File: src/rtl/sms_pkg.sv
`timescale 1ns / 1ps
package sms_pkg;

  // Field and accumulator widths, sized for the longest run of 127 samples.
  localparam int unsigned SAMPLE_W = 16;
  localparam int unsigned CNT_W    = 7;
  localparam int unsigned SUM_W    = 24;
  localparam int unsigned SQ_W     = 38;
  localparam int unsigned SIGMA_W  = 16;

  // Entries in the queue between the accumulator and the arithmetic back end.
  localparam int unsigned Q_DEPTH  = 2;
  localparam int unsigned Q_PTR_W  = $clog2(Q_DEPTH);
  localparam int unsigned Q_CNT_W  = $clog2(Q_DEPTH + 1);

  // One finished run, as handed from the front end to the back end.
  typedef struct packed {
    logic signed [SUM_W-1:0] sum;
    logic [SQ_W-1:0]         sq;
    logic [CNT_W-1:0]        cnt;
  } job_t;

  // Fill status of the run queue.
  typedef struct packed {
    logic full;
    logic empty;
  } q_stat_t;

endpackage

File: src/rtl/sms_back.sv
`timescale 1ns / 1ps
module sms_back import sms_pkg::*; (
  input  logic                       clk_i,
  input  logic                       rst_ni,
  input  q_stat_t                    q_stat_i,
  input  job_t                       job_i,
  output logic                       pop_o,
  output logic                       valid_o,
  output logic signed [SAMPLE_W-1:0] mean_o,
  output logic [SIGMA_W-1:0]         sigma_o,
  output logic                       too_few_o
);

  localparam int unsigned MEAN_W = SAMPLE_W + 1;
  localparam int unsigned DCNT_W = $clog2(SUM_W);
  localparam int unsigned P1_W   = MEAN_W + SUM_W;
  localparam int unsigned P2_W   = 2 * MEAN_W;
  localparam int unsigned P3_W   = P2_W + CNT_W + 1;
  localparam int unsigned VW     = SQ_W + 5;
  localparam int unsigned VS_W   = SQ_W + 2;
  localparam int unsigned CMP_W  = VS_W + 2;
  localparam int unsigned D_W    = SIGMA_W + 1;
  localparam int unsigned DSQ_W  = 2 * D_W;
  localparam int unsigned PR_W   = DSQ_W + CNT_W;
  localparam int unsigned SB_W   = $clog2(SIGMA_W);

  typedef enum logic [7:0] {
    ST_IDLE = 8'b0000_0001,
    ST_DIV  = 8'b0000_0010,
    ST_MUL1 = 8'b0000_0100,
    ST_MUL2 = 8'b0000_1000,
    ST_VAR  = 8'b0001_0000,
    ST_SQA  = 8'b0010_0000,
    ST_SQB  = 8'b0100_0000,
    ST_EMIT = 8'b1000_0000
  } state_e;

  state_e                    state_q, state_d;
  logic signed [SUM_W-1:0]   s_q;
  logic [SQ_W-1:0]           q_q;
  logic [CNT_W-1:0]          n_q;
  logic                      neg_q, few_q;
  logic [SUM_W-1:0]          dvd_q;
  logic [CNT_W-1:0]          rem_q;
  logic [DCNT_W-1:0]         dcnt_q;
  logic signed [MEAN_W-1:0]  m_q;
  logic signed [P1_W-1:0]    p1_q;
  logic signed [P2_W-1:0]    p2_q;
  logic signed [P3_W-1:0]    p3_q;
  logic [VS_W-1:0]           v_q;
  logic [DSQ_W-1:0]          dsq_q;
  logic [SIGMA_W-1:0]        k_q;
  logic [SB_W-1:0]           sb_q;

  logic [SUM_W-1:0]          mag;
  logic [CNT_W:0]            rem_sh;
  logic                      ge;
  logic [MEAN_W-1:0]         quo;
  logic signed [VW-1:0]      q_ext, p1_ext, p3_ext, vs_w;
  logic [SIGMA_W-1:0]        trial;
  logic [D_W-1:0]            d_odd;
  logic [CNT_W-1:0]          nm1;
  logic [PR_W-1:0]           prod;
  logic                      fits;

  // Magnitude of the run sum; half the count is added when the run is loaded, for rounded division.
  assign mag    = job_i.sum[SUM_W-1] ? SUM_W'(-job_i.sum) : $unsigned(job_i.sum);

  // Restoring division, one quotient bit per cycle.
  assign rem_sh = {rem_q, dvd_q[SUM_W-1]};
  assign ge     = rem_sh >= {1'b0, n_q};
  assign quo    = dvd_q[MEAN_W-1:0];

  // Sum of squared deviations: Q - 2 m S + n m^2.
  assign q_ext  = VW'(q_q);
  assign p1_ext = VW'(p1_q);
  assign p3_ext = VW'(p3_q);
  assign vs_w   = q_ext - (p1_ext <<< 1) + p3_ext;

  // Square root search: keep the trial bit when (2k-1)^2 (n-1) <= 4 V.
  assign trial  = k_q | (SIGMA_W'(1) << sb_q);
  assign d_odd  = {trial, 1'b0} - D_W'(1);
  assign nm1    = n_q - 1'b1;
  assign prod   = dsq_q * nm1;
  assign fits   = CMP_W'(prod) <= {v_q, 2'b00};

  assign pop_o  = (state_q == ST_IDLE) && !q_stat_i.empty;

  always_comb begin
    state_d = state_q;
    unique case (state_q)
      ST_IDLE: begin
        if (!q_stat_i.empty) begin
          state_d = ST_DIV;
        end
      end
      ST_DIV: begin
        if (dcnt_q == '0) begin
          state_d = few_q ? ST_EMIT : ST_MUL1;
        end
      end
      ST_MUL1: state_d = ST_MUL2;
      ST_MUL2: state_d = ST_VAR;
      ST_VAR:  state_d = ST_SQA;
      ST_SQA:  state_d = ST_SQB;
      ST_SQB:  state_d = (sb_q == '0) ? ST_EMIT : ST_SQA;
      ST_EMIT: state_d = ST_IDLE;
      default: state_d = ST_IDLE;
    endcase
  end

  always_ff @(posedge clk_i or negedge rst_ni) begin
    if (!rst_ni) begin
      state_q <= ST_IDLE;
    end else begin
      state_q <= state_d;
    end
  end

  always_ff @(posedge clk_i) begin
    unique case (state_q)
      ST_IDLE: begin
        if (!q_stat_i.empty) begin
          s_q    <= job_i.sum;
          q_q    <= job_i.sq;
          n_q    <= job_i.cnt;
          neg_q  <= job_i.sum[SUM_W-1];
          few_q  <= job_i.cnt < CNT_W'(2);
          dvd_q  <= mag + SUM_W'(job_i.cnt >> 1);
          rem_q  <= '0;
          dcnt_q <= DCNT_W'(SUM_W - 1);
          k_q    <= '0;
          sb_q   <= SB_W'(SIGMA_W - 1);
        end
      end
      ST_DIV: begin
        rem_q  <= ge ? CNT_W'(rem_sh - {1'b0, n_q}) : rem_sh[CNT_W-1:0];
        dvd_q  <= {dvd_q[SUM_W-2:0], ge};
        dcnt_q <= dcnt_q - 1'b1;
        if (dcnt_q == '0) begin
          // The last quotient bit lands here, so finish the mean from it.
          m_q <= neg_q ? -$signed({quo[MEAN_W-2:0], ge}) : $signed({quo[MEAN_W-2:0], ge});
        end
      end
      ST_MUL1: begin
        p1_q <= m_q * s_q;
        p2_q <= m_q * m_q;
      end
      ST_MUL2: begin
        p3_q <= p2_q * $signed({1'b0, n_q});
      end
      ST_VAR: begin
        v_q <= vs_w[VW-1] ? '0 : vs_w[VS_W-1:0];
      end
      ST_SQA: begin
        dsq_q <= d_odd * d_odd;
      end
      ST_SQB: begin
        if (fits) begin
          k_q <= trial;
        end
        sb_q <= sb_q - 1'b1;
      end
      ST_EMIT: begin
      end
      default: begin
      end
    endcase
  end

  assign valid_o   = (state_q == ST_EMIT);
  assign mean_o    = m_q[SAMPLE_W-1:0];
  assign sigma_o   = k_q;
  assign too_few_o = few_q;

  a_single_strobe: assert property (@(posedge clk_i) disable iff (!rst_ni)
    valid_o |=> !valid_o)
    else $error("result strobe held longer than one cycle");

  a_few_zero_sigma: assert property (@(posedge clk_i) disable iff (!rst_ni)
    (valid_o && too_few_o) |-> (sigma_o == '0))
    else $error("short run reported a nonzero sigma");

  a_rem_bound: assert property (@(posedge clk_i) disable iff (!rst_ni)
    (state_q == ST_DIV) |-> (rem_q < n_q))
    else $error("division remainder not below the count");

endmodule

File: config.mk
export PLATFORM = sky130hd
export DESIGN_NAME = sms_back
export DESIGN_NICKNAME = d
export VERILOG_FILES = /design/src/rtl/sms_pkg.sv /design/src/rtl/sms_back.sv
export SDC_FILE = /design/constraint.sdc
export NUM_CORES = 2
export LEC_CHECK = 0
export BUFFER_PORTS_ARGS = -buffer_cell sky130_fd_sc_hd__clkbuf_2
export CAP_MARGIN = 30
export CORE_MARGIN = 1
export CORE_UTILIZATION = 50
export CTS_CLUSTER_DIAMETER = 100
export DETAILED_ROUTE_END_ITERATION = 8
export GPL_TIMING_DRIVEN = 0
export PLACE_DENSITY = 0.7
export SYNTH_ARGS = -nofsm -noshare
export SYNTH_HDL_FRONTEND = slang
export SYNTH_SLANG_ARGS = --single-unit
File: constraint.sdc
create_clock -name clk_i -period 9.9 [get_ports clk_i]
set_input_delay 1.98 -clock clk_i [delete_from_list [all_inputs] [get_ports clk_i]]
set_output_delay 1.98 -clock clk_i [all_outputs]
set_load 0.03 [all_outputs]
Word-level counts from Yosys, hierarchy flattened
Index checks and enable logic that the tools add are counted.
{ "totals": {"in_bits": 73, "wordCells": 80, "output_inout_bits": 35, "register_bits": 343} }
{ "op_classes": {"order_cmp": 3, "reduce_logical": 12, "shift": 1, "addsub": 10, "n_mux": 19, "n_eq_ne": 11, "n_bitwise": 2, "mul": 5} }
{ "ops": {"columns": ["operator", "n"], "rows": [
  ["17-bit by 17-bit multiplier with 34-bit output", 2],
  ["8-bit case mux with 7 select lines", 1],
  ["24-bit two-way mux", 2],
  ["24-bit case mux with 2 select lines", 1],
  ["43-bit by 42-bit adder with 43-bit output", 1],
  ["39-bit by 42-bit subtractor with 43-bit output", 1],
  ["41-bit by 42-bit <= comparator with 1-bit output", 1],
  ["34-bit by 8-bit multiplier with 42-bit output", 1],
  ["17-bit by 24-bit multiplier with 41-bit output", 1],
  ["34-bit by 7-bit multiplier with 41-bit output", 1],
  ["16-bit two-way mux", 2],
  ["8-bit two-way mux", 4],
  ["16-bit case mux with 2 select lines", 1],
  ["24-bit by 6-bit adder with 24-bit output", 1],
  ["24-bit negation", 1],
  ["17-bit two-way mux", 1],
  ["17-bit negation", 1],
  ["17-bit by 1-bit subtractor with 17-bit output, second input constant", 1],
  ["16-bit OR", 1],
  ["1-bit by 4-bit << shifter with 16-bit output, first input constant", 1],
  ["7-bit two-way mux", 2],
  ["7-bit case mux with 2 select lines", 1],
  ["5-bit case mux with 2 select lines", 1],
  ["2-bit AND reduction", 5],
  ["25 further kinds", 28]
]} }

Depth between registers and ports, before layout
{ "depth": {"word_depth": 5, "ltp_mapped": 39, "ltp_nobuf": 36} }

Worst setup path before layout
No wires, ideal clock.
{ "synth_timing": {"path_type": "register to register", "from": "register n_q[0]", "to": "register k_q[0] (netlist: sigma_o[0]) (enable)", "t_required_ns": 9.501, "period_less_slack_ns": 8.771, "setup_ns": 0.399, "setup_slack_ns": 1.129, "stages_incl_launch_ff": 39, "path_buffers": 2, "arrival_time_ns": 8.373, "path_cell_list": "edfxtp_1 -> clkinv_1 -> clkbuf_1 -> ha_1 -> nand3_1 -> nor3_1 -> xnor2_1 -> clkbuf_1 -> and2_1 -> fa_1 -> inv_1 -> fa_1 -> inv_1 -> fa_1 -> inv_1 -> fa_1 -> inv_1 -> ha_1 -> (+3 left out) -> o21ai_0 -> or3_1 -> o211ai_1 -> a21oi_1 -> nor2_1 -> o21ai_0 -> xor2_1 -> ha_1 -> a21o_1 -> a21o_1 -> a21oi_1 -> nor2b_1 -> o21ai_0 -> nand2b_1 -> a21oi_1 -> o32ai_1 -> a22o_1 -> a31oi_1"} }
{ "synth_between": {"elab_chain_len": 5} }
{ "synth_rtl": {"columns": ["item", "line", "rtl"], "rows": [
  ["from (decl)", "sms_back.sv:41", "logic [CNT_W-1:0] n_q;"],
  ["from (signal assigned)", "sms_back.sv:126", "n_q <= job_i.cnt;"],
  ["7-bit by 1-bit subtractor with 7-bit output", "sms_back.sv:83", "assign nm1 = n_q - 1'b1;"],
  ["34-bit by 7-bit multiplier with 41-bit output", "sms_back.sv:84", "assign prod = dsq_q * nm1;"],
  ["41-bit by 42-bit <= comparator with 1-bit output", "sms_back.sv:85", "assign fits = CMP_W'(prod) <= {v_q, 2'b00};"],
  ["2-bit inequality test (no line)", null, null],
  ["3-bit AND reduction (no line)", null, null],
  ["to (signal assigned)", "sms_back.sv:160", "k_q <= trial;"],
  ["to (decl)", "sms_back.sv:52", "logic [SIGMA_W-1:0] k_q;"]
]} }
No other way between the ends.
A chain may end at the register's enable or synchronous reset.

Worst setup path in the final report
{ "layout_timing": {"from": "register n_q[4]", "to": "register k_q[12] (netlist: sigma_o[12]) (enable)"} }
Same word-level chain as after synthesis.

==> impl_results.md <==
* DRT Pass-1 Iters at 6
* Ys flop type: edfxtp_1
* Max Clock Skew at 0.0525 ns
* Met2 routed WL at 77900 um
* Cell variety after synth at 99
* Reg2reg setup slack at 0.41 ns
* Final period utilization at 95.9%
* Maxcap violations at 0
* Async set-reset flop share out of synthesis at under 10%
* Residual DRC at 0
* Die area at 130000 sq um
* Slowest CP cell: edfxtp_1
* Die Wd at 361 um
* CTS tree: yes
* CP Buf/Inv Count at 5
* Register-to-Register Path Depth at 34
* Port bufs at 106
* Post-Syn Instances at 6714
* Crit. path cell count at 34
* Mean post-synth cell area at 9.61 sq um
* Layout fillers at 11417
* Outcome: finished clean
* Met3 wire len at approximately 15000 um
* Final setup viols at 0
* Crit-path most repeated cell: fa_1
* Total track usage at a little over a quarter
* CTS max path bufs at 3
* Reg-to-reg startpoint: n_q[4]$_DFFE_PP_
* IO Count at about 110
* Layout Utilization at 54.1%
* DR vias at between 40000 and 50000
* DPL Wire Length at 143000 um
* Row cnt at about 130
* Crit path kind: flop to flop
* M1 WL at 70000 um
* Initial antenna violation count at 9
* Minimum clock period at 9.49 ns
* WHS Path Cells at 1
* Largest net degree at the start of global routing at 41
* Synth Register Bits at 338
* Max Clock Freq at 105 MHz
* Least-Margin Pin Slew at between 0.9 and 1 ns
* Final Hold Fails at 0
* Critical path data required time at around 10 ns
* Synthesis Warnings at 0
* Sink Count at 338
* CTS Hold Bufs at 0
* Total grt overflow at 0
* Worst skew pair latency at approximately 0.66 ns
* Hold Path Sink: state_q[2]$_DFFE_PN0P_
* Post-DR wirelength/cell at between 15 and 20 um
* Max layer used: met5
* FF-to-FF End: sigma_o[12]$_SDFFCE_PN0P_
* Worst-path clk slew at 0.06 ns
* Critical path capture point type: flop
* Gpl congestion at 1.01
* Core Area at roughly 130000 sq um
* DR iter-0 viols at 3337
* Layout cells sized above 1 at 4.43%
* Synth Cell Area at 64500 sq um
* Global-route wire length before repair at 273000 um
* Num CTS Buffers at 42
* RSZ-0062 raised after global routing: yes
* Max H-tree Level at 2
* Top cells by area, synth: fa_1, edfxtp_1, ha_1
* CP delay by family, top: compound AO/OA/AOI/OAI gates
* Worst setup SP type: flop
* Crit path DAT at 9.81 ns
* Seq/Total Area, Yosys at 15.7%
* CTS root buf: clkbuf_16
* Starting Density at 50.5%
* Post-synth EDFFs at 330
* Max_slew headroom at roughly a third
* Vias in the first global route at 49633
* Routed vias/inst at 5.43
* Class of the tightest hold or removal check: flop to flop
* Setup TNS at 0 ns
* Max-slew violation count at 0
* Yosys top cell area share at 38.0%
* Leading area contributor after synthesis: fa_1
* Die height at between 300 and 400 um
* Post-route ant nets at 0
* CP max FO at 12
* Area growth from synthesis to layout at 7.05%
* WL final at 170000 um
* Fin Hold WS at approximately 0.53 ns
* Peak per-stage delay on the critical path at 0.83 ns
* Fin nets at 8727
* HP Start: too_few_o$_DFFE_PP_
## how the worst max path moves through the flow
| stage | start | endpoint | slack [ns] |
|---|---|---|---|
| floorplan | n_q[0]$_DFFE_PP_ | sigma_o[0]$_SDFFCE_PN0P_ | 1.13 |
| global placement | n_q[1]$_DFFE_PP_ | sigma_o[12]$_SDFFCE_PN0P_ | -2.21 |
| detailed placement | n_q[0]$_DFFE_PP_ | sigma_o[14]$_SDFFCE_PN0P_ | -1.03 |
| CTS | sb_q[1]$_SDFFCE_PN1P_ | dsq_q[32]$_DFFE_PN_ | 0.04 |
| global route | sb_q[1]$_SDFFCE_PN1P_ | dsq_q[32]$_DFFE_PN_ | -0.02 |
| finish | n_q[4]$_DFFE_PP_ | sigma_o[12]$_SDFFCE_PN0P_ | 0.41 |
## routing by layer
layer | GRT usage, % | up-vias
met5 | 0 | -
met4 | 9.78 | 4
met3 | 5.88 | 359
met2 | 42.9 | 1721
met1 | 36.6 | 23651
li1 | - | 20927
## layout make-up
class / count / area [sq um] / share of cell area [%]
flip-flops and latches: 338 / 10100 / 14.6
inverters: 1608 / 6050 / 8.76
multi-input cells: 4574 / 47600 / 69.0
plain buffers: 192 / 832 / 1.21
repair buffers: 135 / 858 / 1.24
well taps: 1662 / 2080 / 3.01
diodes: 5 / 12.5 / 0.0181
clock buffers: 51 / 1100 / 1.60
clock inverters: 26 / 377 / 0.546
## cell usage in the layout, fill, tap and decap left out, drive strengths merged, types with 124 or more instances in the layout
cell type	netlist	layout
o21ai	124	124
nor2	308	308
inv	1602	1609
clkbuf	171	323
edfxtp	330	330
and2	490	490
a21oi	219	219
a21o	131	131
nand2	634	634
xnor2	204	204
fa	1225	1225
ha	538	538
## sequential cells by signal, indices dropped and copies added (netlist names)
register	cells
dcnt_q	5
dsq_q	31
dvd_q	24
m_q	17
n_q	7
p1_q	41
p2_q	33
p3_q	42
q_q	38
rem_q	7
s_q	24
sb_q	4
sigma_o	16
state_q	8
too_few_o	1
v_q	40
## synth_stat cells (all sizes together) (46+ instances only)
cell    instances
nand2b         74
clkbuf        171
o21ai         124
and2          490
nand3          46
fa           1225
nand2         634
ha            538
a21o          131
inv          1602
edfxtp        330
xor2           98
nor2          308
nor2b          61
xnor2         204
a21oi         219
## stage by stage
stage | std cells | setup slack (ns) | instance area, sq um
after floorplan | 6718 | 1.13 | 64500
after global placement | 8486 | -2.21 | 67100
after detailed placement | 8508 | -1.03 | 67400
after CTS | 8584 | 0.0444 | 68900
after global routing | 8587 | -0.0198 | 69000
final | 8591 | 0.407 | 69000
## cells by family (layout without fill, tap and decap cells)
group	count (synthesis)	after routing	synth area share [%]
DFF	338	338	15.7
AOI/OAI and AO/OA	716	716	7.23
buffers and inverters	1806	2012	10.7
xor gates and xnor gates	302	302	4.13
other	1	10	0.00581
muxes	5	5	0.0834
and+or+nand+nor	1783	1783	13.7
adders and majority gates	1763	1763	48.5
## what timing repair did
action	in CTS	in global routing
gates resized for setup	12	13
setup buffers	1	4
endpoints found under the setup margin	19	23
Power is not shown: default switching activity piles up to over one toggle a cycle in this logic, so the estimate is an artifact.
