--- config.mk ---
export PLATFORM = sky130hd
export DESIGN_NAME = sms_front
export DESIGN_NICKNAME = d
export VERILOG_FILES = /design/src/rtl/sms_pkg.sv /design/src/rtl/sms_front.sv
export SDC_FILE = /design/constraint.sdc
export NUM_CORES = 1
export LEC_CHECK = 0
export BUFFER_PORTS_ARGS = -buffer_cell sky130_fd_sc_hd__buf_4
export CORE_ASPECT_RATIO = 1.2
export CORE_UTILIZATION = 39
export DETAILED_ROUTE_END_ITERATION = 8
export GPL_ROUTABILITY_DRIVEN = 0
export HOLD_SLACK_MARGIN = 0.03
export SETUP_SLACK_MARGIN = 0.4
export SLEW_MARGIN = 20
export SYNTH_ARGS = -nofsm -noshare
export SYNTH_HDL_FRONTEND = slang
export SYNTH_SLANG_ARGS = --single-unit
--- constraint.sdc ---
create_clock -name clk_i -period 10.7 [get_ports clk_i]
set_input_delay 2.14 -clock clk_i [delete_from_list [all_inputs] [get_ports clk_i]]
set_output_delay 2.14 -clock clk_i [all_outputs]
set_load 0.03 [all_outputs]
--- src/rtl/sms_pkg.sv ---
`timescale 1ns / 1ps
package sms_pkg;

  // Field and accumulator widths, sized for the longest run of 127 samples.
  localparam int unsigned SAMPLE_W = 16;
  localparam int unsigned CNT_W    = 7;
  localparam int unsigned SUM_W    = 24;
  localparam int unsigned SQ_W     = 38;
  localparam int unsigned SIGMA_W  = 16;

  // Entries in the queue between the accumulator and the arithmetic back end.
  localparam int unsigned Q_DEPTH  = 2;
  localparam int unsigned Q_PTR_W  = $clog2(Q_DEPTH);
  localparam int unsigned Q_CNT_W  = $clog2(Q_DEPTH + 1);

  // One finished run, as handed from the front end to the back end.
  typedef struct packed {
    logic signed [SUM_W-1:0] sum;
    logic [SQ_W-1:0]         sq;
    logic [CNT_W-1:0]        cnt;
  } job_t;

  // Fill status of the run queue.
  typedef struct packed {
    logic full;
    logic empty;
  } q_stat_t;

endpackage

--- src/rtl/sms_front.sv ---
`timescale 1ns / 1ps
module sms_front import sms_pkg::*; #(
  parameter int unsigned MAX_RUN = 127
) (
  input  logic                       clk_i,
  input  logic                       rst_ni,
  input  logic                       accept_i,
  input  logic signed [SAMPLE_W-1:0] sample_i,
  input  logic                       last_i,
  output logic                       push_o,
  output job_t                       job_o
);

  logic signed [SUM_W-1:0]      sum_q, sum_d;
  logic [SQ_W-1:0]              sq_q, sq_d;
  logic [CNT_W-1:0]             cnt_q, cnt_d;
  logic signed [2*SAMPLE_W-1:0] square;
  logic signed [SUM_W-1:0]      sum_n;
  logic [SQ_W-1:0]              sq_n;
  logic [CNT_W-1:0]             cnt_n;
  logic                         close;

  assign square = sample_i * sample_i;
  assign sum_n  = sum_q + SUM_W'(sample_i);
  assign sq_n   = sq_q + SQ_W'($unsigned(square));
  assign cnt_n  = cnt_q + 1'b1;
  // A run ends on the marked sample or when it reaches the longest allowed length.
  assign close  = last_i || (cnt_n == CNT_W'(MAX_RUN));

  always_comb begin
    sum_d = sum_q;
    sq_d  = sq_q;
    cnt_d = cnt_q;
    if (accept_i) begin
      if (close) begin
        sum_d = '0;
        sq_d  = '0;
        cnt_d = '0;
      end else begin
        sum_d = sum_n;
        sq_d  = sq_n;
        cnt_d = cnt_n;
      end
    end
  end

  always_ff @(posedge clk_i or negedge rst_ni) begin
    if (!rst_ni) begin
      sum_q <= '0;
      sq_q  <= '0;
      cnt_q <= '0;
    end else begin
      sum_q <= sum_d;
      sq_q  <= sq_d;
      cnt_q <= cnt_d;
    end
  end

  assign push_o    = accept_i && close;
  assign job_o.sum = sum_n;
  assign job_o.sq  = sq_n;
  assign job_o.cnt = cnt_n;

endmodule

## Yosys cells after proc, flatten, opt, wreduce, memory -nomap -nowiden

Cells that the tools add are included.

- Register bits: 69
- Bits of input ports: 20
- Output and inout port bits: 70
- Word-level logic and storage cells: 13

- Add/subtract/negate cells: 3
- Multiply operators: 1
- Equality and inequality tests: 1
- Multiplexer cells: 3
- Reduce and logical (&&, ||, !) cells: 2

Operators with widths:

| cell | number |
|---|---|
| $add A38 B32 Y38 | 1 |
| $mux W38 | 1 |
| $mul A16 B16 Y32 | 1 |
| $add A24 B16 Y24 | 1 |
| $mux W24 | 1 |
| $add A7 B1 Y7 const B | 1 |
| $eq A7 B7 Y1 const B | 1 |
| $mux W7 | 1 |
| $logic_and A1 B1 Y1 | 1 |
| $logic_or A1 B1 Y1 | 1 |

## Depth between registers and ports, before layout

Gate-level depths: netlist of run 1.

- Depth in word-level cells: 4
- Depth in mapped cells: 35
- Mapped depth without buffers: 34

## Least setup slack after synthesis of run 1

No wires, ideal clock.

- Path kind: in2out
- From: in sample_i[5]
- To: out job_o[42] in the netlist's numbering
- Arrival: 9.395 ns
- Data required time: 8.560 ns
- Path slack: -0.835 ns
- Cell stages on the path: 32
- Buffers on the path: 2
- Cell sequence: clkbuf_1 > clkbuf_1 > nand2_1 > fa_1 > fa_1 > fa_1 > inv_1 > fa_1 > fa_1 > inv_1 > fa_1 > inv_1 > ha_1 > and4_1 > a21oi_1 > o21ai_0 > a21oi_1 > o21ai_1 > o21ai_1 > o21bai_1 > a21oi_1 > xnor2_1 > ha_1 > a21o_1 > a21o_1 > a21oi_1 > a21oi_1 > o21ai_0 > a211o_2 > a21boi_4 > o21ai_1 > xnor2_1

RTL lines:

| element | RTL line | source |
|---|---|---|
| from (decl) | sms_front.sv:8 | `input logic signed [SAMPLE_W-1:0] sample_i,` |
| to (decl) | sms_front.sv:11 | `output job_t job_o` |

==> implementation parameters, run 1 <==
Parameter                              Value

Setup path
  Crit path buf inv count    8
  Top Family by Delay on Critical Path    adder cells
  CP dominant cell by count    sky130_fd_sc_hd__fa_1
  CP max FO    5
  Category of the most critical setup path    in -> out
  Slowest-stage cell, CP    sky130_fd_sc_hd__fa_1
  Crit start category    input port
  Worst Path Required    8.56 ns
  CP Capture Type    output port
  Worst EP arrival    ~9.2 ns
  CP max stage delay    0.58 ns

Floorplan
  Die ar.    ~0.039 mm^2
  Initial standard-cell utilization of the core    39.8%
  Die height    215 um
  Die W    179 um
  Number of standard-cell rows in the floorplan    77
  Floorplan Core Area    0.0370 mm^2
  Number of top-level design ports    90

Layout
  Area delta synth->final    39.8%
  Share of final-layout standard cells stronger than drive strength 1    33.9%
  Post-layout instance count excluding filler cells    2533
  Utilization after layout    55.7%
  Number of diodes added for antenna fixing    0
  Number of fill cells in the layout    3280
  Net count of the finished layout    about 2500

CTS
  Clock network latency to the later pin of the worst-skew pair    roughly 0.37 ns
  CTS tree    yes
  Root Buffer    sky130_fd_sc_hd__clkbuf_16
  Deepest level of the CTS H-tree    3
  Register clock-pin slew on the reported worst setup and hold paths    0.06 ns
  Number of sinks on the clock net    approximately 70
  Number of buffers on the longest clock path    2
  Number of buffers created by CTS    9

Route
  Routed length per instance    16.6 um
  Iteration-0 DRC Markers    434
  Antenna-violating nets left    0
  Drt pass-1 iters    7
  Routed via count    about 13000
  Post-DR vias/cell    5.07
  Total length of routed wires    approximately 42 mm
  DRC violations left    0

Synth
  Net count after synthesis    2081
  Most common cell in the synthesized netlist    sky130_fd_sc_hd__inv_1
  YS warnings    0
  Share of async-settable or async-resettable flops after synthesis    between 90% and 100%
  Total of flip-flops plus latches after synthesis    69
  Register area share after synthesis    a little under an eighth
  Syn Inst Count    ~1700
  Commonest register cell after synthesis    sky130_fd_sc_hd__dfrtp_1
  Synth cell types    71
  Leading cell types by total area after synthesis    sky130_fd_sc_hd__fa_1 32%, sky130_fd_sc_hd__ha_1 12%, sky130_fd_sc_hd__dfrtp_1 12%
  Synth Cell Area    0.0147 mm^2
  Average instance area after synthesis    just under 9 um^2
  Number of enable-type register cells in the synthesized netlist    0
  List of most frequent post-synthesis cells    403 x sky130_fd_sc_hd__inv_1, 239 x sky130_fd_sc_hd__fa_1, 145 x sky130_fd_sc_hd__ha_1, 117 x sky130_fd_sc_hd__nand2_1, 75 x sky130_fd_sc_hd__xnor2_1
  Synth top area share    32.5%
  Cell accounting for the most synthesized area    sky130_fd_sc_hd__fa_1

Min path
  Class of the tightest hold or removal check    reg -> reg

Timing
  Shortest period the worst path allows    11.32 ns
  Normalized max-slew margin    42.2%
  Peak clock frequency supported by timing    slightly below 90 MHz
  Number of max-slew violations in the final report    0
  Count of final hold-check violations    0
  Worst Tran Pin Value    between 0.8 and 0.9 ns
  RSZ-0062 raised after global routing    yes
  Ratio of final minimum period to clock period    106%
  Worst-case setup margin in the final layout    -0.618 ns
  Setup Skew    between 0.015 and 0.02 ns
  Setup-failing EPs final    18

Global route
  Initial antenna violation count    0
  Maximum number of pins on one net before global-route repair    87
  Grt ovf    0
  Via count of the first global-routing pass    14052
  Wire length of the first global-routing pass    69.3 mm
  Global-route total usage across every layer    22.8%

Outcome
  Run status    finished, violations left
  Violations in the final reports    negative setup slack

Job
  Max-cap violations    0

Placement
  Total of buffers placed on input and output ports    89
  Dpl hpwl    33.0 mm
  Total instance count after detailed placement    2447
  Pre-CTS worst setup slack    -0.735 ns
layout make-up:
| cell class | count | area, um^2 | share of cell area, % |
|---|---|---|---|
| multi-input combinational | 1153 | 12800 | 62.3 |
| timing repair buffer | 417 | 3630 | 17.6 |
| sequential | 69 | 1730 | 8.39 |
| inverter | 404 | 1530 | 7.43 |
| tap | 474 | 593 | 2.88 |
| clock buffer | 10 | 239 | 1.16 |
| clock inverter | 6 | 46.3 | 0.225 |
tightest hold or removal path: stages (launching register included):
cell and delay [ns]:
sky130_fd_sc_hd__dfrtp_1 0.38, sky130_fd_sc_hd__inv_1 0.05, sky130_fd_sc_hd__o21ai_0 0.06
per-stage QoR:
step / TNS (ns) / hold WS (ns) / instance area, um^2
5_1_grt: -12.93 / 0.559 / 20600
2_1_floorplan: -1.71 / 0.479 / 15200
3_5_place_dp: -12.51 / 0.523 / 18200
6_report: -7.20 / 0.528 / 20600
4_1_cts: -6.01 / 0.533 / 19900
3_3_place_gp: -11.00 / 0.514 / 18200
state kept, by name (all words and copies together) (netlist names):
| register | cells |
|---|---|
| cnt_q | 7 |
| sum_q | 24 |
| sq_q | 38 |
layout by cell type, fill, tap and decap left out, types with 47 or more instances in the layout:
| cell | instances |
|---|---|
| sky130_fd_sc_hd__a21oi_1 | 47 |
| sky130_fd_sc_hd__nand2_1 | 93 |
| sky130_fd_sc_hd__buf_4 | 328 |
| sky130_fd_sc_hd__ha_1 | 122 |
| sky130_fd_sc_hd__o21ai_0 | 57 |
| sky130_fd_sc_hd__dfrtp_1 | 69 |
| sky130_fd_sc_hd__fa_1 | 230 |
| sky130_fd_sc_hd__inv_1 | 376 |
| sky130_fd_sc_hd__xnor2_1 | 49 |
| sky130_fd_sc_hd__nand3_1 | 62 |
| sky130_fd_sc_hd__buf_6 | 68 |
| sky130_fd_sc_hd__nor2_1 | 47 |
worst paths after layout:
| kind | start | endpoint | slack [ns] | cells past startpoint |
|---|---|---|---|---|
| worst max-delay path | sample_i[15] | job_o[43] | -0.62 | 32 |
| worst min-delay path | sum_q[13]$_DFFE_PN0P_ | sum_q[13]$_DFFE_PN0P_ | 0.53 | 2 |
| worst max register to register | sum_q[0]$_DFFE_PN0P_ | sum_q[22]$_DFFE_PN0P_ | 7.27 | 12 |
| worst min register to register | sum_q[13]$_DFFE_PN0P_ | sum_q[13]$_DFFE_PN0P_ | 0.53 | 2 |
| max in group asynchronous | rst_ni | sum_q[10]$_DFFE_PN0P_ | 8.39 | 1 |
| min in group asynchronous | rst_ni | sq_q[37]$_DFFE_PN0P_ | 1.82 | 1 |
cells by family (layout without fill, tap and decap cells):
family,Yosys count,count (layout),share of synthesized area [%]
mux,5,5,0.365
compound gates,296,296,13.3
flops,69,69,11.7
simple gates,366,366,12.0
buf+inv,455,837,11.6
xor+xnor,102,102,6.17
fa+ha+maj,384,384,44.8
routing by layer:
layer  wire length (um)  track usage (%)  vias to the layer above
li1                   -                -                     6044
met1              16200             26.4                     6511
met2              23000             41.6                      222
met3               1510             3.34                       73
met4               1350             8.99                        0
met5                  0                0                        -
what timing repair did:
item,CTS,global route
setup buffers,40,29
gates cloned,1,0
endpoints found under the hold margin,0,0
endpoints found under the setup margin,27,27
resized for setup,242,98
pin swaps,139,107
hold buffers,0,0
Power of run 1 is not shown: default switching activity piles up to over one toggle a cycle in this logic, so the estimate is an artifact.
==> inputs of run 2 (changes only) <==
- RECOVER_POWER: not set -> 25
==> run 2 against run 1 <==
Net effect:
- the run ends with max-capacitance violations, max-slew violations, negative setup slack left
- cell count did not move
- first-iteration DRC count did not move
- global-route usage did not move
- cell area barely moved
- core utilization barely moved
- critical endpoint unchanged
==> implementation parameters, run 2 (same netlist as run 1, synthesis figures left out) <==
Parameter                              Value

Outcome
  Run status    finished, violations left
  Violations in the final reports    max-capacitance violations, max-slew violations, negative setup slack

CTS
  CTS tree    yes
  Number of buffers created by CTS    9
  Deepest level of the CTS H-tree    3
  Number of sinks on the clock net    69
  Number of buffers on the longest clock path    2
  Clock network latency to the later pin of the worst-skew pair    0.37 ns
  Register clock-pin slew on the reported worst setup and hold paths    0.06 ns
  Post-CTS Hold Fix Bufs    0
  Root Buffer    sky130_fd_sc_hd__clkbuf_16

Timing
  Peak clock frequency supported by timing    88.4 MHz
  Normalized max-slew margin    -189%
  Ratio of final minimum period to clock period    106%
  Number of max-slew violations in the final report    70
  Setup-failing EPs final    18
  Worst-case setup margin in the final layout    -0.618 ns
  Worst Tran Pin Value    4.33 ns
  RSZ-0062 raised after global routing    yes
  Setup Skew    approximately 0.016 ns
  Shortest period the worst path allows    11.32 ns
  Count of final hold-check violations    0

Route
  Met2 WL post-DR    about 23 mm
  Routed via count    12851
  Post-DR vias/cell    5.07
  Top Metal Used    met4
  Total length of routed wires    42.1 mm
  Drt pass-1 iters    7
  Wl on met1    16.2 mm
  Routed length on met3    between 1.5 and 2 mm
  DRC violations left    0
  Iteration-0 DRC Markers    approximately 430
  Routed length per instance    16.6 um
  Antenna-violating nets left    0

Global route
  Wire length of the first global-routing pass    69.3 mm
  Global-route total usage across every layer    a little under a quarter
  Initial antenna violation count    0
  Via count of the first global-routing pass    about 14000
  Maximum number of pins on one net before global-route repair    between 80 and 90
  Grt ovf    0

Layout
  Post-layout instance count excluding filler cells    2533
  Net count of the finished layout    2458
  Registers with the most flip-flops    sq_q: 38 flops, sum_q: 24 flops, cnt_q: 7 flops
  Number of flip-flops under the largest register name    38
  Number of diodes added for antenna fixing    0
  Commonest non-fill, non-tap cell in the layout    sky130_fd_sc_hd__inv_1
  Number of fill cells in the layout    3282
  Sequential cell area    0.00173 mm^2
  Utilization after layout    55.6%
  Total area of multi-input combinational cells    0.0128 mm^2
  Area delta synth->final    39.8%
  Register bank with the most flops    sq_q
  Post-route cell area    0.0206 mm^2
  Most used cells in the layout excluding fill and tap cells    376 x sky130_fd_sc_hd__inv_1, 328 x sky130_fd_sc_hd__buf_4, 230 x sky130_fd_sc_hd__fa_1, 122 x sky130_fd_sc_hd__ha_1, 93 x sky130_fd_sc_hd__nand2_1
  Share of final-layout standard cells stronger than drive strength 1    33.8%

Setup path
  CP dominant cell by count    sky130_fd_sc_hd__fa_1
  CP Capture Type    output port
  CP startpoint    sample_i[15]
  Top Family by Delay on Critical Path    adder cells
  Worst Path Required    8.56 ns
  Category of the most critical setup path    in -> out
  Slowest-stage cell, CP    sky130_fd_sc_hd__fa_1
  Crit start category    input port
  Worst EP arrival    9.18 ns
  CP max FO    5
  Crit path buf inv count    8
  CP max stage delay    slightly below 0.6 ns
  Crit Reg-Reg Startpoint    sum_q[0]$_DFFE_PN0P_

Floorplan
  Floorplan Core Area    0.0370 mm^2
  Die ar.    0.0385 mm^2
  Number of top-level design ports    90
  Die W    179 um
  Number of standard-cell rows in the floorplan    77
  Initial standard-cell utilization of the core    approximately 40%
  Die height    about 210 um

Min path
  Hold path start    sum_q[13]$_DFFE_PN0P_
  Class of the tightest hold or removal check    reg -> reg

Placement
  Pre-CTS worst setup slack    -0.735 ns
  Total instance count after detailed placement    2447
  Placed Instance Area    0.0182 mm^2
  Dpl hpwl    33.0 mm
  Total of buffers placed on input and output ports    89

Job
  Max-cap violations    1
==> run 2: cell count changes in the layout (fill, tap and decap cells not counted), sizes merged <==
cell and delta:
clkbuf +1, buf -1
==> run 2: final cells by class <==
class,instances,share of cell area (%)
Multi-Input combinational cell,1153,62.3
Timing Repair Buffer,417,17.6
Sequential cell,69,8.39
Inverter,404,7.43
Tap cell,474,2.88
Clock buffer,10,1.16
Clock inverter,6,0.225
==> run 2: final timing paths <==
path,to,slack [ns],depth (start not counted)
min reg2reg,sum_q[13]$_DFFE_PN0P_,0.53,2
max,job_o[43],-0.62,32
max in group asynchronous,sum_q[10]$_DFFE_PN0P_,4.98,1
min,sum_q[13]$_DFFE_PN0P_,0.53,2
max reg2reg,sum_q[22]$_DFFE_PN0P_,7.27,12
min in group asynchronous,sq_q[37]$_DFFE_PN0P_,3.31,1
==> run 2: what timing repair did <==
action / CTS / global route
pin swaps: 139 / 107
setup endpoints to repair: 27 / 27
hold endpoints to repair: 0 / 0
gates resized for setup: 242 / 98
gates cloned: 1 / 0
buffers inserted: 40 / 29
==> run 2: through the flow <==
step           setup TNS [ns]  hold slack (ns)
5_1_grt                -12.93            0.559
3_3_place_gp           -11.00            0.514
3_5_place_dp           -12.51            0.523
4_1_cts                 -6.01            0.533
2_1_floorplan           -1.71            0.479
6_report                -7.20            0.528
==> run 2: worst min-delay path, stage by stage (launching register included) <==
cell                      delay [ns]
sky130_fd_sc_hd__dfrtp_1        0.38
sky130_fd_sc_hd__inv_1          0.05
sky130_fd_sc_hd__o21ai_0        0.06
==> run 2: layer usage <==
| metal | GRT usage, % | vias to the layer above |
|---|---|---|
| met3 | 3.34 | 73 |
| met1 | 26.4 | 6514 |
| li1 | - | 6044 |
| met4 | 8.99 | 0 |
| met5 | 0 | - |
| met2 | 41.6 | 220 |
Power of run 2 is left out for the same reason.
