### src/rtl/sms_pkg.sv
`timescale 1ns / 1ps
package sms_pkg;

  // Field and accumulator widths, sized for the longest run of 127 samples.
  localparam int unsigned SAMPLE_W = 16;
  localparam int unsigned CNT_W    = 7;
  localparam int unsigned SUM_W    = 24;
  localparam int unsigned SQ_W     = 38;
  localparam int unsigned SIGMA_W  = 16;

  // Entries in the queue between the accumulator and the arithmetic back end.
  localparam int unsigned Q_DEPTH  = 2;
  localparam int unsigned Q_PTR_W  = $clog2(Q_DEPTH);
  localparam int unsigned Q_CNT_W  = $clog2(Q_DEPTH + 1);

  // One finished run, as handed from the front end to the back end.
  typedef struct packed {
    logic signed [SUM_W-1:0] sum;
    logic [SQ_W-1:0]         sq;
    logic [CNT_W-1:0]        cnt;
  } job_t;

  // Fill status of the run queue.
  typedef struct packed {
    logic full;
    logic empty;
  } q_stat_t;

endpackage

### src/rtl/sms_queue.sv
`timescale 1ns / 1ps
module sms_queue import sms_pkg::*; (
  input  logic    clk_i,
  input  logic    rst_ni,
  input  logic    push_i,
  input  job_t    job_i,
  input  logic    pop_i,
  output job_t    job_o,
  output q_stat_t stat_o
);

  job_t               entry_q [Q_DEPTH];
  logic [Q_PTR_W-1:0] wr_ptr_q, rd_ptr_q;
  logic [Q_CNT_W-1:0] fill_q, fill_d;
  logic               do_push, do_pop;

  assign stat_o.full  = (fill_q == Q_CNT_W'(Q_DEPTH));
  assign stat_o.empty = (fill_q == '0);
  assign do_push      = push_i && !stat_o.full;
  assign do_pop       = pop_i && !stat_o.empty;
  assign job_o        = entry_q[rd_ptr_q];

  always_comb begin
    fill_d = fill_q;
    if (do_push && !do_pop) begin
      fill_d = fill_q + 1'b1;
    end else if (do_pop && !do_push) begin
      fill_d = fill_q - 1'b1;
    end
  end

  always_ff @(posedge clk_i) begin
    if (do_push) begin
      entry_q[wr_ptr_q] <= job_i;
    end
  end

  always_ff @(posedge clk_i or negedge rst_ni) begin
    if (!rst_ni) begin
      wr_ptr_q <= '0;
      rd_ptr_q <= '0;
      fill_q   <= '0;
    end else begin
      if (do_push) begin
        wr_ptr_q <= (wr_ptr_q == Q_PTR_W'(Q_DEPTH - 1)) ? '0 : wr_ptr_q + 1'b1;
      end
      if (do_pop) begin
        rd_ptr_q <= (rd_ptr_q == Q_PTR_W'(Q_DEPTH - 1)) ? '0 : rd_ptr_q + 1'b1;
      end
      fill_q <= fill_d;
    end
  end

  // A run must never be offered while the queue has no room for it.
  a_no_push_when_full: assert property (@(posedge clk_i) disable iff (!rst_ni)
    push_i |-> !stat_o.full)
    else $error("run pushed into a full queue");

  a_fill_bound: assert property (@(posedge clk_i) disable iff (!rst_ni)
    fill_q <= Q_CNT_W'(Q_DEPTH))
    else $error("queue fill count beyond depth");

endmodule

### config.mk
export PLATFORM = sky130hd
export DESIGN_NAME = sms_queue
export DESIGN_NICKNAME = d
export VERILOG_FILES = /design/src/rtl/sms_pkg.sv /design/src/rtl/sms_queue.sv
export SDC_FILE = /design/constraint.sdc
export NUM_CORES = 1
export LEC_CHECK = 0
export ABC_AREA = 1
export ABC_CLOCK_PERIOD_IN_PS = 5300
export BUFFER_PORTS_ARGS = -buffer_cell sky130_fd_sc_hd__buf_4
export CAP_MARGIN = 25
export CELL_PAD_IN_SITES_DETAIL_PLACEMENT = 0
export CELL_PAD_IN_SITES_GLOBAL_PLACEMENT = 1
export CORE_ASPECT_RATIO = 1.2
export CORE_MARGIN = 4
export CORE_UTILIZATION = 35
export DETAILED_ROUTE_END_ITERATION = 10
export PLACE_DENSITY = 0.77
export SLEW_MARGIN = 10
export SYNTH_ARGS = -nofsm -noshare
export SYNTH_HDL_FRONTEND = slang
export SYNTH_SLANG_ARGS = --single-unit
### constraint.sdc
create_clock -name clk_i -period 5.3 [get_ports clk_i]
set_clock_uncertainty 0.1 [all_clocks]
set_input_delay 0.795 -clock clk_i [delete_from_list [all_inputs] [get_ports clk_i]]
set_output_delay 0.795 -clock clk_i [all_outputs]
set_load 0.05 [all_outputs]
# Word level (Yosys, flattened, before mapping)
# Memory sizes are Yosys's and may differ from the RTL's.
# Cells that the tools add are included.
totals:
  reg_bits: 4
  latch_bits: 0
  ram_bits: 138
  rom_bits: 0
  inputBits: 73
  out_inout_bits: 71
  word_cells: 25
  n_memories: 1
memory_table:
  columns: ["name", "words", "word_bits", "read_ports", "rd_clocked_by_memory_dff", "wr", "line_no", "rtl"]
  rows:
  - ["entry_q", 2, 69, 1, 0, 1, "sms_queue.sv:12", "job_t entry_q [Q_DEPTH];"]
op_classes:
  addsub: 4
  multipliers: 0
  n_div: 0
  magnitude_cmp: 0
  eq_ne: 1
  shift: 0
  muxes: 6
  bitwise: 0
  reduce_logical: 10
ops:
  columns: ["op", "count"]
  rows:
  - ["1-bit logical AND", 4]
  - ["1-bit zero test", 4]
  - ["1-bit two-way mux", 4]
  - ["2-bit two-way mux", 2]
  - ["1-bit adder, second input constant", 2]
  - ["2-bit by 1-bit adder with 2-bit output, second input constant", 1]
  - ["2-bit == test, second input constant", 1]
  - ["2-bit zero test", 1]
  - ["2-bit nonzero test", 1]
  - ["2-bit by 1-bit subtractor with 2-bit output, second input constant", 1]

# Depth between registers and ports, before layout
# Gate-level depths: netlist of run 1.
depth:
  ltp_word: 7
  mapped_depth: 9
  depth_no_buf: 9

# Worst setup path before layout of run 1
# Ideal clock, no wire load.
synth_timing:
  kind: "input port to flip-flop"
  start: "input push_i"
  end: "memory entry_q[1][0] (netlist bit), enable pin"
  setup_time_ns: 0.496
  arrival_ns: 3.784
  t_required_ns: 4.704
  slack_ns: 0.920
  path_stages: 2
  n_path_buf: 0
  cell_sequence: "o21ai_0 nor2_1"
synth_via:
  elab_chain_cells: 3
synth_lines:
  columns: ["element", "line_no", "rtl"]
  rows:
  - ["start, declared", "sms_queue.sv:5", "input logic push_i,"]
  - ["1-bit logical AND", "sms_queue.sv:19", "assign do_push = push_i && !stat_o.full;"]
  - ["1-bit two-way mux", "sms_queue.sv:33", "if (do_push) begin"]
  - ["1-bit two-way mux (implied by the code)", "sms_queue.sv:34", "entry_q[wr_ptr_q] <= job_i;"]
  - ["end, declared", "sms_queue.sv:12", null]
# Every way passes these cells.

==> metrics, run 1 <==
Max Freq roughly 370 MHz; Setup Crit Path Kind register to output pin; DR pass1 iterations 4; total CTS buffers 17; initial DRC count between 100 and 150; RSZ-0062 raised after global routing no; PwrDens ~700 nW/um2; core area about 15000 um2; Crit Reg-Reg Startpoint fill_q[1]; Slew Limit Fails 0; Clock transition at path regs about 0.060 ns; antenna violations before repair 0; Vias 3251; syn_nets around 470; post-CTS sizing 0; die area 17050 um2; CP delay by family, top buffers and inverters; Final ANT Viol Nets 0; r2r endpoint entry_q[1][56]; routed len/inst around 14 um; n_diodes 0; gr ovfl total 0; htree depth 4; r2r setup slk 2.79 ns; postcts setup bufs 0; largest net degree at the start of global routing 71; post-synth cell types 17; Hold Path Class input port to async pin; Final Cell Area slightly above 7000 um2; Area Growth Syn to Fin 35.18%; Syn. warnings 0; Worst-Skew Late Latency 0.40 ns; CTS root buffer clkbuf_16; Setup Total Neg Slack 0 ns; Die Width around 120 um; count of final setup violators 0; Routed WL 10360 um; final hold vios 0; status completed; drc violations 0; Max stage delay on crit path a little over 0.6 ns; Sink Count 142; worst hold slack 0.07978 ns; syn_area_per_cell 13.41 um2; gpl congestion 0.7351; clk buf depth 2; CTS tree built; worst path cell trace buf_4, nand2_1, nand2_1, buf_4; Die H about 140 um; peak supply drop roughly 420 uV; IO Pins about 140; HPWL Detailed ~6600 um; Min Clock Period, post-route 2.736 ns; Max Cap Viol 0; placed inst area about 6500 um2; startpoint types register; slowest CP cell buf_4; Synth Cell Area around 5300 um2; Req. time, crit path about 4.4 ns; gr usage total approximately 12%; initial core utilization 36.17%; P_leak 3.014 nW; first-pass GRT wire length 16440 um; critical path buffer and inverter count 2; layout cells sized above 1 around 33%; cts-stage hold buffer count 0; Worst slew margin ~38%; Nets slightly above 600; final worst path period share between 50% and 60%; Worst R2R Path Depth 4; Seq/Total Area, Yosys 80.74%; Mapped Cells ~390; Rows 48; # fillers about 1300; vias per cell 4.312; vias in the first global route 3315; worst slew pin tran 0.9288 ns; worst-path fanout max 70; Crit. End Element output pin; buffers added on ports between 100 and 150; crit path DAT 1.84 ns; #FFs+latches synth between 100 and 150
-- registers in the layout, summed over array words and instances, names as in the netlist --
register	count
entry_q	138
wr_ptr_q	1
rd_ptr_q	1
fill_q	2
-- cell families (layout without fill, tap and decap cells) --
family,Yosys count,in the layout,synth area share (%)
simple gates,223,223,16.16
flops,142,142,80.74
buf+inv,23,185,2.499
fa+ha+maj,1,1,0.2380
compound gates,2,2,0.1902
xor+xnor,1,1,0.1667
-- Yosys cell counts --
library cell / number / area share, %
nand2_1: 216 / 15
edfxtp_1: 138 / 79
buf_2: 7 / 0.67
buf_4: 7 / 1.0
inv_1: 7 / 0.50
dfrtp_1: 4 / 1.9
nor2_1: 2 / 0.14
nor2_2: 2 / 0.24
buf_6: 1 / 0.21
ha_1: 1 / 0.24
inv_4: 1 / 0.12
nand3_1: 1 / 0.095
nand3b_1: 1 / 0.14
nand4_1: 1 / 0.12
o21ai_0: 1 / 0.095
o21ai_1: 1 / 0.095
xnor2_1: 1 / 0.17
-- area by class of cell --
cell class	instances	area (um2)	area share, %
clock inverters	14	167.7	2.360
well taps	200	250.2	3.522
clock buffers	17	425.4	5.987
repair buffers	146	1096	15.43
multi-input cells	227	888.4	12.50
flip-flops and latches	142	4245	59.75
inverters	8	32.53	0.4578
-- where the power goes --
group	leakage [nW]	total, mW	switching, mW	internal [mW]
Combinational	1.41	2.18	1.64	0.543
Sequential	1.33	1.60	0.0628	1.53
Clock	0.277	1.18	0.439	0.738
Total	3.01	4.96	2.14	2.81
-- worst max path at each step --
stage	start	to	slack (ns)	depth (start not counted)
after CTS	rd_ptr_q	job_o[53]	2.50	4
after global routing	rd_ptr_q	job_o[53]	2.36	4
after global placement	push_i	entry_q[1][0]	2.39	4
final	rd_ptr_q	job_o[63]	2.56	4
after detailed placement	push_i	entry_q[1][2]	2.38	4
after floorplan	push_i	entry_q[1][0]	0.92	2
-- per-layer routing --
layer / track usage [%] / share of wire [%]
met5: 0 / 0
met1: 15.27 / 43
met2: 20.09 / 49
met3: 4.652 / 6.9
met4: 5.066 / 1.8
-- layout by cell type (no fill, tap or decap), types with 2 or more instances in the layout --
cell / instances
clkbuf_16: 17
edfxtp_1: 138
dfrtp_1: 3
clkinvlp_4: 4
nor2_2: 2
nand2_1: 216
inv_1: 6
clkinv_1: 2
inv_6: 3
bufinv_16: 3
buf_4: 146
-- through the flow --
step           instances  utilization, %  setup slack, ns  power, mW
3_5_place_dp         723           44.81            2.378      3.840
5_1_grt              754           48.89            2.357      5.217
6_report             754           48.89            2.564      4.955
2_1_floorplan        392               -           0.9196      3.194
4_1_cts              754           48.89            2.500      5.030
3_3_place_gp         723           44.81            2.393      3.817
No activity file was read; power rests on OpenSTA's default activity.
==> run 2, diff against run 1 <==
--- a/config.mk
+++ b/config.mk
@@ -6,7 +6,7 @@
 export NUM_CORES = 1
 export LEC_CHECK = 0
 export ABC_AREA = 1
-export ABC_CLOCK_PERIOD_IN_PS = 5300
+export ABC_CLOCK_PERIOD_IN_PS = 2800
 export BUFFER_PORTS_ARGS = -buffer_cell sky130_fd_sc_hd__buf_4
 export CAP_MARGIN = 25
 export CELL_PAD_IN_SITES_DETAIL_PLACEMENT = 0
==> constraint.sdc (replaced) <==
create_clock -name clk_i -period 2.8 [get_ports clk_i]
set_clock_uncertainty 0.1 [all_clocks]
set_input_delay 0.42 -clock clk_i [delete_from_list [all_inputs] [get_ports clk_i]]
set_output_delay 0.42 -clock clk_i [all_outputs]
set_load 0.05 [all_outputs]
==> metrics, run 2 (synthesized netlist as in run 1, its figures left out) <==
status completed; antenna violations before repair 0; CTS tree built; PwrDens between 1000 and 1500 nW/um2; DR pass1 iterations 6; drc violations 0; gpl congestion around 0.7; worst-path fanout max 70; Die H about 140 um; RSZ-0062 raised after global routing no; buffers added on ports approximately 140; total power 9.531 mW; final hold vios 0; Sink Count roughly 140; Hold Path Class input port to register; Worst-Skew Late Latency roughly 0.42 ns; vias per cell between 4 and 5; hold path startpoint job_i[47]; Inst Count DP 726; core area about 15000 um2; htree depth 4; gr usage total about an eighth; Max Cap Viol 0; Crit. End Element output pin; Slew Limit Fails 0; Final ANT Viol Nets 0; peak supply drop just under 900 uV; worst slew pin tran 0.7639 ns; die area roughly 17000 um2; r2r setup slk between 0.9 and 1 ns; met1 usage between 10% and 20%; initial DRC count 142; Max Freq between 400 and 500 MHz; worst hold endpoint entry_q[0][47]; Req. time, crit path around 2.3 ns; Worst slew margin roughly half; startpoint types register; IO Pins 144; max reg flops between 100 and 150; first-pass GRT wire length between 15000 and 20000 um; sw power between 4 and 5 mW; Top Registers entry_q x138, fill_q x2; most flop-heavy register entry_q; clock share of power between 20% and 30%; gr ovfl total 0; n_diodes 0; GRT met3 Usage about 5.7%; Routed WL between 10000 and 15000 um; largest net degree at the start of global routing between 70 and 80; worst hold path depth 1; fin util 49.41%; Setup Crit Path Kind register to output pin; Crit Reg-Reg Startpoint fill_q[1]; Min Clock Period, post-route ~2.4 ns; count of final setup violators 0; Setup Total Neg Slack 0 ns; most frequent cells in the layout 216 x nand2_1, 148 x buf_4, 138 x edfxtp_1; Die Width around 120 um; clk buf depth 2; initial core utilization roughly 36%; sequential share of power between 30% and 40%; Int Pwr 5.451 mW; layout cells sized above 1 approximately a third; Clock transition at path regs roughly 0.06 ns; Worst R2R Path Depth 4; Vias between 3000 and 4000; final worst path period share between 80% and 90%; gr busiest metal met2; commonest non-fill, non-tap cell in the layout nand2_1; combinational power share 43.9%; total CTS buffers 17; CTS root buffer clkbuf_16; r2r endpoint entry_q[1][18]; Sw Share a little over two fifths; worst hold slack 0.08476 ns; vias in the first global route 3426; post-CTS sizing 0; P_leak 3.055 nW; routed len/inst 14.33 um; crit path DAT ~1.9 ns; fin cells approximately 760; GRT met2 Usage 22.77%; Area Growth Syn to Fin 36.61%; Rows between 40 and 50; Nets 620; HPWL Detailed between 7000 and 8000 um
run 2: metal layers:
metal	routed length [um]	up-vias
met5	0	-
met1	4286	1588
li1	-	1628
met4	132	0
met3	740	11
met2	5715	104
run 2: worst max-delay path by stage:
stage	from	endpoint	slack [ns]	cells past startpoint
after floorplan	fill_q[1]	entry_q[0][0]	0.12	5
after detailed placement	rd_ptr_q	job_o[54]	0.80	4
after CTS	rd_ptr_q	job_o[29]	0.35	4
after global placement	rd_ptr_q	job_o[28]	0.82	4
after global routing	rd_ptr_q	job_o[57]	0.22	4
final	rd_ptr_q	job_o[50]	0.40	4
run 2: metrics by stage:
stage	cell area, um2	worst slack, ns
floorplan	5264	0.1227
global placement	6549	0.8230
detailed placement	6549	0.8020
CTS	7181	0.3508
global route	7181	0.2162
finish	7181	0.4038
run 2: layout make-up:
cell class / instances / area, um2
Tap cell: 200 / 250.2
Clock buffer: 17 / 425.4
Multi-Input combinational cell: 227 / 888.4
Clock inverter: 15 / 196.4
Sequential cell: 142 / 4245
Fill cell: 1288 / 7353
Timing Repair Buffer: 150 / 1141
Inverter: 8 / 33.78
run 2: critical path, cell delays in order, from the launching register on:
cell	delay, ns
dfrtp_2	0.38
buf_4	0.62
nand2_1	0.10
nand2_1	0.13
buf_4	0.21
run 2: power groups by stage:
stage                     combinational, mW  sequential, mW  clock, mW
after floorplan                        2.98            3.05          0
after global placement                 4.22            3.05          0
after detailed placement               4.25            3.07          0
after CTS                              4.26            3.03       2.37
after global routing                   4.46            3.07       2.47
final                                  4.19            3.03       2.32
run 2: what timing repair did:
| item | 4_1_cts | 5_1_grt |
|---|---|---|
| hold buffers | 1 | 0 |
| buffers inserted | 0 | 0 |
| endpoints found under the hold margin | 4 | 0 |
==> run 3, diff against run 2 <==
--- a/config.mk
+++ b/config.mk
@@ -15,6 +15,7 @@
 export CORE_MARGIN = 4
 export CORE_UTILIZATION = 35
 export DETAILED_ROUTE_END_ITERATION = 10
+export MAX_ROUTING_LAYER = met4
 export PLACE_DENSITY = 0.77
 export SLEW_MARGIN = 10
 export SYNTH_ARGS = -nofsm -noshare
==> constraint.sdc (replaced) <==
create_clock -name clk_i -period 2.8 [get_ports clk_i]
set_clock_uncertainty 0.1 [all_clocks]
set_input_delay 0.28 -clock clk_i [delete_from_list [all_inputs] [get_ports clk_i]]
set_output_delay 0.28 -clock clk_i [all_outputs]
set_load 0.05 [all_outputs]
==> metrics, run 3 (synthesized netlist as in run 1, its figures left out) <==
Final WS setup ~0.27 ns; RSZ-0062 raised after global routing no; Die H 142.2 um; Req. time, crit path approximately 2.4 ns; Final ANT Viol Nets 0; CTS root buffer clkbuf_16; vias in the first global route ~3700; Min Clock Period, post-route approximately 2.5 ns; worst-path fanout max 70; Routed met1 length ~4600 um; DR pass1 iterations 4; Max Cap Viol 0; PwrDens 1238 nW/um2; status completed; antenna violations before repair 1; die area between 15000 and 20000 um2; DR top layer met4; Slew Limit Fails 0; worst path cell trace inv_4, nand2_1, nand2_1, buf_4; most flop-heavy register entry_q; vias per cell between 4 and 5; startpoint types register; Max stage delay on crit path between 0.6 and 0.7 ns; slowest CP cell dfrtp_2; Rows 48; max reg flops roughly 140; drc violations 0; most frequent cells in the layout 216 x nand2_1, 145 x buf_4, 138 x edfxtp_1; routed wl met3 about 520 um; total CTS buffers 17; peak supply drop approximately 600 uV; Clock transition at path regs 0.06 ns; clk buf depth 2; gpl congestion around 0.74; gr usage total ~14%; Setup Total Neg Slack 0 ns; final hold vios 0; buffers added on ports ~140; P_leak between 3 and 4 nW; Setup Crit Path Kind register to output pin; initial DRC count 139; crit path DAT between 2 and 2.5 ns; total power 9.775 mW; Vias around 3600; routed len/inst around 14 um; Crit. End Element output pin; largest net degree at the start of global routing 71; Final Cell Area just under 8000 um2; layout cells sized above 1 29.17%; fin util 54.32%; Max Freq between 300 and 400 MHz; Top Registers entry_q x138, fill_q x2; Worst slew margin about a third; commonest non-fill, non-tap cell in the layout nand2_1; CTS tree built; pre-CTS WS 0.6795 ns; Routed WL 11480 um; Nets 686; final worst path period share between 90% and 100%; initial core utilization 36.17%; worst slew pin tran between 0.9 and 1 ns; core area around 15000 um2; placed inst area roughly 6500 um2; Worst-Skew Late Latency about 0.4 ns; r2r setup slk 0.71 ns; WL met2 a little over 6000 um; IO Pins between 100 and 150; Sink Count approximately 140; Area Growth Syn to Fin 50.20%; postcts setup bufs 0; Crit path top cell by count nand2_1; HPWL Detailed a little under 7000 um; htree depth 4; Hold Path Class input port to register; Die Width approximately 120 um; gr ovfl total 0; first-pass GRT wire length 18060 um; count of final setup violators 0
-- run 3: cell count changes in the layout (fill, tap and decap cells not counted) --
cell and change:
dlygate4sd3_1 +69, buf_4 -3, clkinv_2 -3, clkinvlp_4 -3
bufinv_16 +2, inv_6 +2, clkbuf_1 +1, diode_2 +1
-- run 3: timing repair --
action / in CTS / in global routing
hold buffers: 70 / 0
hold endpoints to repair: 142 / 0
gates resized for setup: 0 / 0
-- run 3: report_power, final --
group / internal, mW / leakage [nW] / switching, mW
Clock: 1.67 / 0.321 / 0.831
Combinational: 1.10 / 1.70 / 3.08
Sequential: 2.90 / 1.33 / 0.187
-- run 3: critical path, delay by kind of cell (launching register included) --
kind / cells / cell delay (ns)
AND/OR/NAND/NOR: 2 / 0.22
buffers and inverters: 2 / 0.82
flip-flops: 1 / 0.62
-- run 3: area by class of cell --
type | count | area [um2]
Multi-Input combinational cell | 227 | 888.4
Clock inverter | 13 | 236.5
Antenna cell | 1 | 2.502
Timing Repair Buffer | 216 | 1809
Clock buffer | 18 | 429.2
Sequential cell | 142 | 4245
Tap cell | 200 | 250.2
Inverter | 8 | 33.78
Fill cell | 1248 | 6639
-- run 3: metrics by stage --
step | cells | hold WS, ns
3_3_place_gp | 723 | -0.01806
6_report | 825 | 0.02749
5_1_grt | 825 | 0.004494
3_5_place_dp | 723 | -0.02043
2_1_floorplan | 392 | -0.1156
4_1_cts | 824 | 0.002094
-- run 3: per-layer routing --
| metal | global-route usage (%) | vias up |
|---|---|---|
| li1 | - | 1756 |
| met1 | 15.80 | 1691 |
| met2 | 24.20 | 99 |
| met3 | 3.976 | 8 |
| met4 | 4.644 | 0 |
| met5 | - | - |
-- run 3: worst paths after layout --
path | start | to | cells past startpoint
max | rd_ptr_q | job_o[31] | 4
min | pop_i | rd_ptr_q | 3
max reg2reg | fill_q[1] | entry_q[0][46] | 6
min reg2reg | wr_ptr_q | wr_ptr_q | 2
max in group asynchronous | rst_ni | rd_ptr_q | 2
min in group asynchronous | rst_ni | fill_q[0] | 2
